===== src/rtl/pwb_pkg.sv =====
`timescale 1ns / 1ps
package pwb_pkg;

   localparam int FRAC_BITS_DEF = 16;
   localparam int SUB_STEPS     = 2;
   localparam int FT_W          = 16;
   localparam int DT_W          = 15;
   localparam int DEN_W         = 21;
   localparam int R_W           = 23;
   localparam int WORLD_W       = 31;
   localparam int IDX_W         = 3;
   localparam int HIT_W         = 4;
   localparam int QUEUE_DEPTH   = 8;
   localparam int QPTR_W        = 3;
   localparam int FRONT_DEPTH   = 5;
   localparam int BUSY_LEVEL    = QUEUE_DEPTH - FRONT_DEPTH;

   localparam logic signed [63:0] S32_MAX64 = 64'sd2147483647;
   localparam logic signed [63:0] S32_MIN64 = -64'sd2147483648;

   typedef enum logic [IDX_W-1:0] {
      REG_GRAV_EN  = 3'd0,
      REG_GRAV_X   = 3'd1,
      REG_GRAV_Y   = 3'd2,
      REG_WORLD_W  = 3'd3,
      REG_WORLD_H  = 3'd4,
      REG_TOP_EN   = 3'd5
   } csr_index_type;

   typedef struct packed {
      logic                     grav_en;
      logic signed [31:0]       grav_x;
      logic signed [31:0]       grav_y;
      logic [WORLD_W-1:0]       world_w;
      logic [WORLD_W-1:0]       world_h;
      logic                     top_en;
   } cfg_type;

   typedef struct packed {
      logic signed [31:0] pos_x;
      logic signed [31:0] pos_y;
      logic signed [31:0] vel_x;
      logic signed [31:0] vel_y;
      logic signed [31:0] new_vel_x;
      logic signed [31:0] new_vel_y;
      logic [R_W-1:0]     radius;
      logic [DEN_W-1:0]   den;
   } work_type;

   function automatic logic signed [31:0] sat32(input logic signed [63:0] v);
      if (v > S32_MAX64) begin
         return 32'h7FFFFFFF;
      end else if (v < S32_MIN64) begin
         return 32'h80000000;
      end else begin
         return v[31:0];
      end
   endfunction

   function automatic logic signed [31:0] neg_sat(input logic signed [31:0] v);
      if (v == 32'sh80000000) begin
         return 32'h7FFFFFFF;
      end else begin
         return -v;
      end
   endfunction

endpackage


===== src/rtl/pwb_queue.sv =====
`timescale 1ns / 1ps
module pwb_queue (
   input  logic                     clock,
   input  logic                     reset,
   input  logic                     push,
   input  pwb_pkg::work_type        push_item,
   output logic                     pop_valid,
   output pwb_pkg::work_type        pop_item,
   output logic [pwb_pkg::QPTR_W:0] count
);
   import pwb_pkg::*;

   work_type          mem [QUEUE_DEPTH];
   logic [QPTR_W-1:0] wr_ptr_ff, rd_ptr_ff;
   logic [QPTR_W:0]   count_ff, count_in;
   logic              pop;
   logic              pop_valid_ff;
   work_type          pop_item_ff;

   // the back end never stalls, so an item leaves as soon as one is held
   assign pop      = (count_ff != '0);
   assign count_in = count_ff + (QPTR_W+1)'(push) - (QPTR_W+1)'(pop);

   always_ff @(posedge clock) begin
      if (reset) begin
         wr_ptr_ff    <= '0;
         rd_ptr_ff    <= '0;
         count_ff     <= '0;
         pop_valid_ff <= 1'b0;
      end else begin
         if (push) begin
            wr_ptr_ff <= wr_ptr_ff + 1'b1;
         end
         if (pop) begin
            rd_ptr_ff <= rd_ptr_ff + 1'b1;
         end
         count_ff     <= count_in;
         pop_valid_ff <= pop;
      end
   end

   always_ff @(posedge clock) begin
      if (push) begin
         mem[wr_ptr_ff] <= push_item;
      end
      pop_item_ff <= mem[rd_ptr_ff];
   end

   assign pop_valid = pop_valid_ff;
   assign pop_item  = pop_item_ff;
   assign count     = count_ff;

   a_no_overflow: assert property (@(posedge clock) disable iff (reset)
      !(push && !pop && count_ff == (QPTR_W+1)'(QUEUE_DEPTH)))
      else $error("queue overflow");
   a_count_step: assert property (@(posedge clock) disable iff (reset)
      push && !pop |=> count_ff == $past(count_ff) + 1'b1)
      else $error("queue count lost an item");
   a_no_underflow: assert property (@(posedge clock) disable iff (reset)
      pop |-> count_ff != '0)
      else $error("queue underflow");

endmodule


===== config.mk =====
export PLATFORM = sky130hd
export DESIGN_NAME = pwb_queue
export DESIGN_NICKNAME = d
export VERILOG_FILES = /design/src/rtl/pwb_pkg.sv /design/src/rtl/pwb_queue.sv
export SDC_FILE = /design/constraint.sdc
export NUM_CORES = 2
export LEC_CHECK = 0
export BUFFER_PORTS_ARGS = -buffer_cell sky130_fd_sc_hd__buf_2
export CELL_PAD_IN_SITES_DETAIL_PLACEMENT = 1
export CELL_PAD_IN_SITES_GLOBAL_PLACEMENT = 2
export CORE_MARGIN = 2
export CORE_UTILIZATION = 53
export DETAILED_ROUTE_END_ITERATION = 16
export PLACE_DENSITY = 0.9
export SYNTH_ARGS = -nofsm -noshare
export SYNTH_HDL_FRONTEND = slang
export SYNTH_SLANG_ARGS = --single-unit
export TNS_END_PERCENT = 10

===== constraint.sdc =====
create_clock -name clock -period 52.9 [get_ports clock]
set_input_delay 5.29 -clock clock [delete_from_list [all_inputs] [get_ports clock]]
set_output_delay 5.29 -clock clock [all_outputs]
set_load 0.02 [all_outputs]

==> Word-level counts from Yosys, hierarchy flattened <==
Memories as Yosys holds them, arrays and structs flattened. A register that Yosys moved wholly into a read port is not among the register bits.
Index checks and enable logic that the tools add are counted.
{ "word_totals": {"reg_bits": 11, "ramBits": 1888, "inputBits": 239, "out_inout_bits": 241, "elab_cells": 12, "n_memories": 1} }
{ "mem_list": {"columns": ["memory", "words", "width", "read_ports", "rd_clocked_by_memory_dff", "write_ports", "line_no", "source"], "rows": [
  ["mem", 8, 236, 1, 1, 1, "pwb_queue.sv:13", "work_type mem [QUEUE_DEPTH];"]
]} }
{ "classes": {"add_sub_neg": 4, "muxes": 2, "reduce_logical": 1} }
{ "op_table": {"columns": ["cell", "count"], "rows": [
  ["$add A3 B1 Y3 const B", 2],
  ["$add A4 B1 Y4", 1],
  ["$reduce_bool A4 Y1", 1],
  ["$sub A4 B1 Y4", 1],
  ["$mux W1", 2]
]} }

==> Depth between registers and ports, before layout <==
{ "depth": {"ltp_word": 2, "ltp_mapped": 11, "ltp_nobuf": 11} }

==> Worst setup path after synthesis <==
No wires, ideal clock.
{ "synth_timing": {"path_type": "in2reg", "startpoint": "input port push", "endpoint": "memory mem[0][0] (netlist name) (enable)", "setup_ns": 1.122, "t_arrival_ns": 21.261, "t_required_ns": 51.778, "setup_slack_ns": 30.517, "cell_stages": 2, "n_path_buf": 0, "cell_sequence": "nand2b_1 nor3_1"} }
{ "synth_between": {"elab_chain_len": 2} }
{ "synth_lines": {"columns": ["item", "line_no", "source"], "rows": [
  ["start, declared", "pwb_queue.sv:5", "input logic push,"],
  ["$mux W1", "pwb_queue.sv:43", "if (push) begin"],
  ["$mux W1 (implied by the code)", "pwb_queue.sv:44", "mem[wr_ptr_ff] <= push_item;"],
  ["end, declared", "pwb_queue.sv:13", null]
]} }
Every way passes these cells.

==> Final worst setup path <==
{ "layout_timing": {"startpoint": "input port push", "endpoint": "memory mem[7][136] (netlist name) (enable)"} }
The elaborated chain is that of the path after synthesis.

==> results.md <==
- Num ports: 480
- Switch Pwr: 1.16 mW
- Slowest cell on crit path: buf_4
- Core Box Area: 146000 um^2
- DIE HEIGHT: 388 um
- Register area: 61700 um^2
- Crit path largest cell delay: 0.84 ns
- Vias in the first global route: 36100
- Post-CTS Resized: 0
- Leading area contributor after synthesis: edfxtp_1
- R2R setup slack: 47.75 ns
- Hold Fails Final Rpt: 0
- WL final: 172000 um
- Complex-gate fraction of the synthesized area: 0.0368%
- DRC viols: 0
- CTS tree: yes
- Slew Viols, Final: 0
- Status: finished, final reports clean
- Fillers: 11700
- Clk sinks: 2135
- Total chip power: 4.37 mW
- DRT antenna net count: 0
- Clock Tree Buf Depth: 3
- Switching share of power: 26.6%
- Number of buffers created by CTS: 203
- Max-cap violations: 0
- Hold-fix buffers, CTS: 0
- CP Launch Type: primary input
- FF+latch count, synth: 2135
- Synth Area in Simple Gates: 0.163%
- Crit path max fanout: 110
- Part of the power in the clock network: 34.3%
- RSZ-0062 raised after global routing: no
- Top_reg_cell synth: edfxtp_1
- Share of total power in combinational logic: 19.1%
- Layout cell share with drive strength beyond 1: 29.5%
- Starting Density: 53.5%
- Mean post-synth cell area: 25.8 um^2
- Crit path to: mem[7][136]
- Most Frequent Cell on Critical Path: buf_4
- Min-Delay Path Class: flop to flop
- Register-to-Register Path Depth: 5
- Final Setup Violations: 0
- Die area: 151000 um^2
- Layout Utilization: 61.2%
- Critical path arrival: 8.82 ns
- Top cell type's share of synthesized area: 72.5%
- Die width: 388 um
- Relative slew slack: 21.5%
- Clock Tree Root: clkbuf_16
- GRT overflow: 0
- Max Fclk: 119 MHz
- Routed vias/inst: 5.90
- Mapped Area: 78200 um^2
- Worst Max-Slew Pin Slew: 1.18 ns
- Post-synth top cells: edfxtp_1, mux4_1, dfxtp_1
- LEAKAGE: 30.1 nW
- DR pass1 iterations: 5
- Unique masters post-synth: 28
- Max VDD drop: 0.0398 mV
- Post-synth EDFFs: 1888
- Reg2reg start: rd_ptr_ff[0]
- RR Endpoint: pop_item[64]
- Setup Fix Bufs, Post-CTS: 0
- Final setup TNS: 0 ns
- Clk slew on worst S/H paths: 0.06 ns
- Ys async rst share: 0%
- Ranking of synthesized cells by area: edfxtp_1, mux4_1, dfxtp_1
- Hold Crit Start: wr_ptr_ff[2]
- Syn. warnings: 0
- Hpwl dp: 94100 um
- Min cycle time layout: 8.40 ns
- Initial antenna violation count: 65
- Gr usage total: 22.7%
- Syn Inst Count: 3032
- Worst Setup End Kind: flop
- Worst-path cell chain: buf_2 > nand2_1 > nor2_4 > buf_12 > buf_4 > buf_4
- Synth Area in Adders: 0.138%
- Synth Area in XOR/XNOR: 0.0448%
- H-tree depth: 4
- Net Count, Synth: 3279
- First-pass GRT wire length: 248000 um
- Fin nets: 3878
- Routability cong.: 0.718
- Largest net degree at the start of global routing: 131
- P_int: 3.21 mW
- Num rows: 140
- Vias: 34000
- Critical Path RT: 53.32 ns
- Clock Skews: 0.0476 ns
- Hold Slack: 0.563 ns
- Sequential fraction of the synthesis area: 78.8%
- Worst setup path class: primary input to flop
- Tcrit/Tclk final: 15.9%
- Hold Path Stages: 2
- Multi-input gate area: 15400 um^2
- WL/cell: 29.8 um
- PortBufs: 479
- Power Density: 48.9 nW/um^2
- Dominant combinational cell family by area after synthesis: multiplexers
- Number of DRC markers in iteration 0: 2627
- Sequential share of power: 46.6%
- Count leader, synth: edfxtp_1
- Synth-to-layout area growth: 14.3%
- Mux share of post-synthesis cell area: 19.2%
- Worst setup path start: push
- Clk_lat worst skew: 0.82 ns
==> stage by stage <==
step	setup WS (ns)	area, um^2	cells
after floorplan	30.52	78200	3032
after global placement	43.58	82300	5343
after detailed placement	43.51	82300	5343
after CTS	44.36	89300	5729
after global routing	44.29	89400	5746
final	44.50	89400	5758
==> power by group through the flow <==
stage	logic [mW]	clock network [mW]	registers (mW)
after floorplan	0.509	0	2.16
after global placement	0.812	0	2.07
after detailed placement	0.836	0	2.07
after CTS	0.849	1.52	2.04
after global routing	0.881	1.58	2.05
final	0.834	1.50	2.04
==> routing by layer <==
layer	up-vias	GRT usage, %	wire length [um]
met5	-	0	313
met4	52	7.03	4910
met3	341	5.26	11300
met2	1225	39.2	89500
met1	17900	28.6	65800
li1	14500	-	-
==> placed cells by master (no fill, tap or decap), types with 4 or more instances in the layout <==
| cell | netlist | routed |
|---|---|---|
| buf_4 | 0 | 43 |
| clkinv_2 | 0 | 57 |
| nand2b_1 | 4 | 4 |
| clkbuf_8 | 22 | 27 |
| clkbuf_1 | 35 | 31 |
| mux4_1 | 464 | 464 |
| mux4_2 | 8 | 8 |
| clkinv_1 | 0 | 13 |
| nor2_1 | 15 | 9 |
| mux2_2 | 236 | 236 |
| clkinv_16 | 0 | 5 |
| edfxtp_1 | 1888 | 1888 |
| bufinv_16 | 0 | 18 |
| inv_1 | 9 | 9 |
| buf_12 | 0 | 5 |
| clkbuf_16 | 0 | 209 |
| dfxtp_1 | 247 | 244 |
| inv_6 | 0 | 4 |
| buf_2 | 5 | 479 |
| clkinvlp_4 | 0 | 14 |
| diode_2 | 0 | 29 |
| nor2_4 | 0 | 6 |
| ha_1 | 7 | 7 |
==> flip-flops by register name, summed over array words and instances (netlist names) <==
name / cells
pop_valid: 1
mem: 1888
rd_ptr_ff: 3
pop_item: 236
count: 4
wr_ptr_ff: 3
==> cell families (layout without fill, tap and decap cells) <==
kind of cell	count (synthesis)	in the layout
DFF	2135	2135
muxes	710	710
AOI/OAI and AO/OA	5	5
buffers and inverters	142	922
xor gates and xnor gates	4	4
and+or+nand+nor	28	28
other	0	29
adders and majority gates	8	8
==> critical path: cells and delay by family <==
| family | cells | cell delay (ns) |
|---|---|---|
| buffers and inverters | 4 | 2.37 |
| AND/OR/NAND/NOR | 2 | 1.02 |
==> final cells by class <==
class | count | share of cell area, %
clock inverters | 119 | 1.45
diodes | 29 | 0.0812
flip-flops and latches | 2135 | 69.0
inverters | 9 | 0.0378
repair buffers | 527 | 3.15
multi-input cells | 755 | 17.2
well taps | 1917 | 2.68
clock buffers | 267 | 6.40
==> how the worst min path moves through the flow <==
stage                    to
6_report       wr_ptr_ff[2]
5_1_grt        wr_ptr_ff[2]
4_1_cts        wr_ptr_ff[2]
3_5_place_dp   wr_ptr_ff[2]
3_3_place_gp   wr_ptr_ff[2]
2_1_floorplan  wr_ptr_ff[2]
No activity file was read; power rests on OpenSTA's default activity.
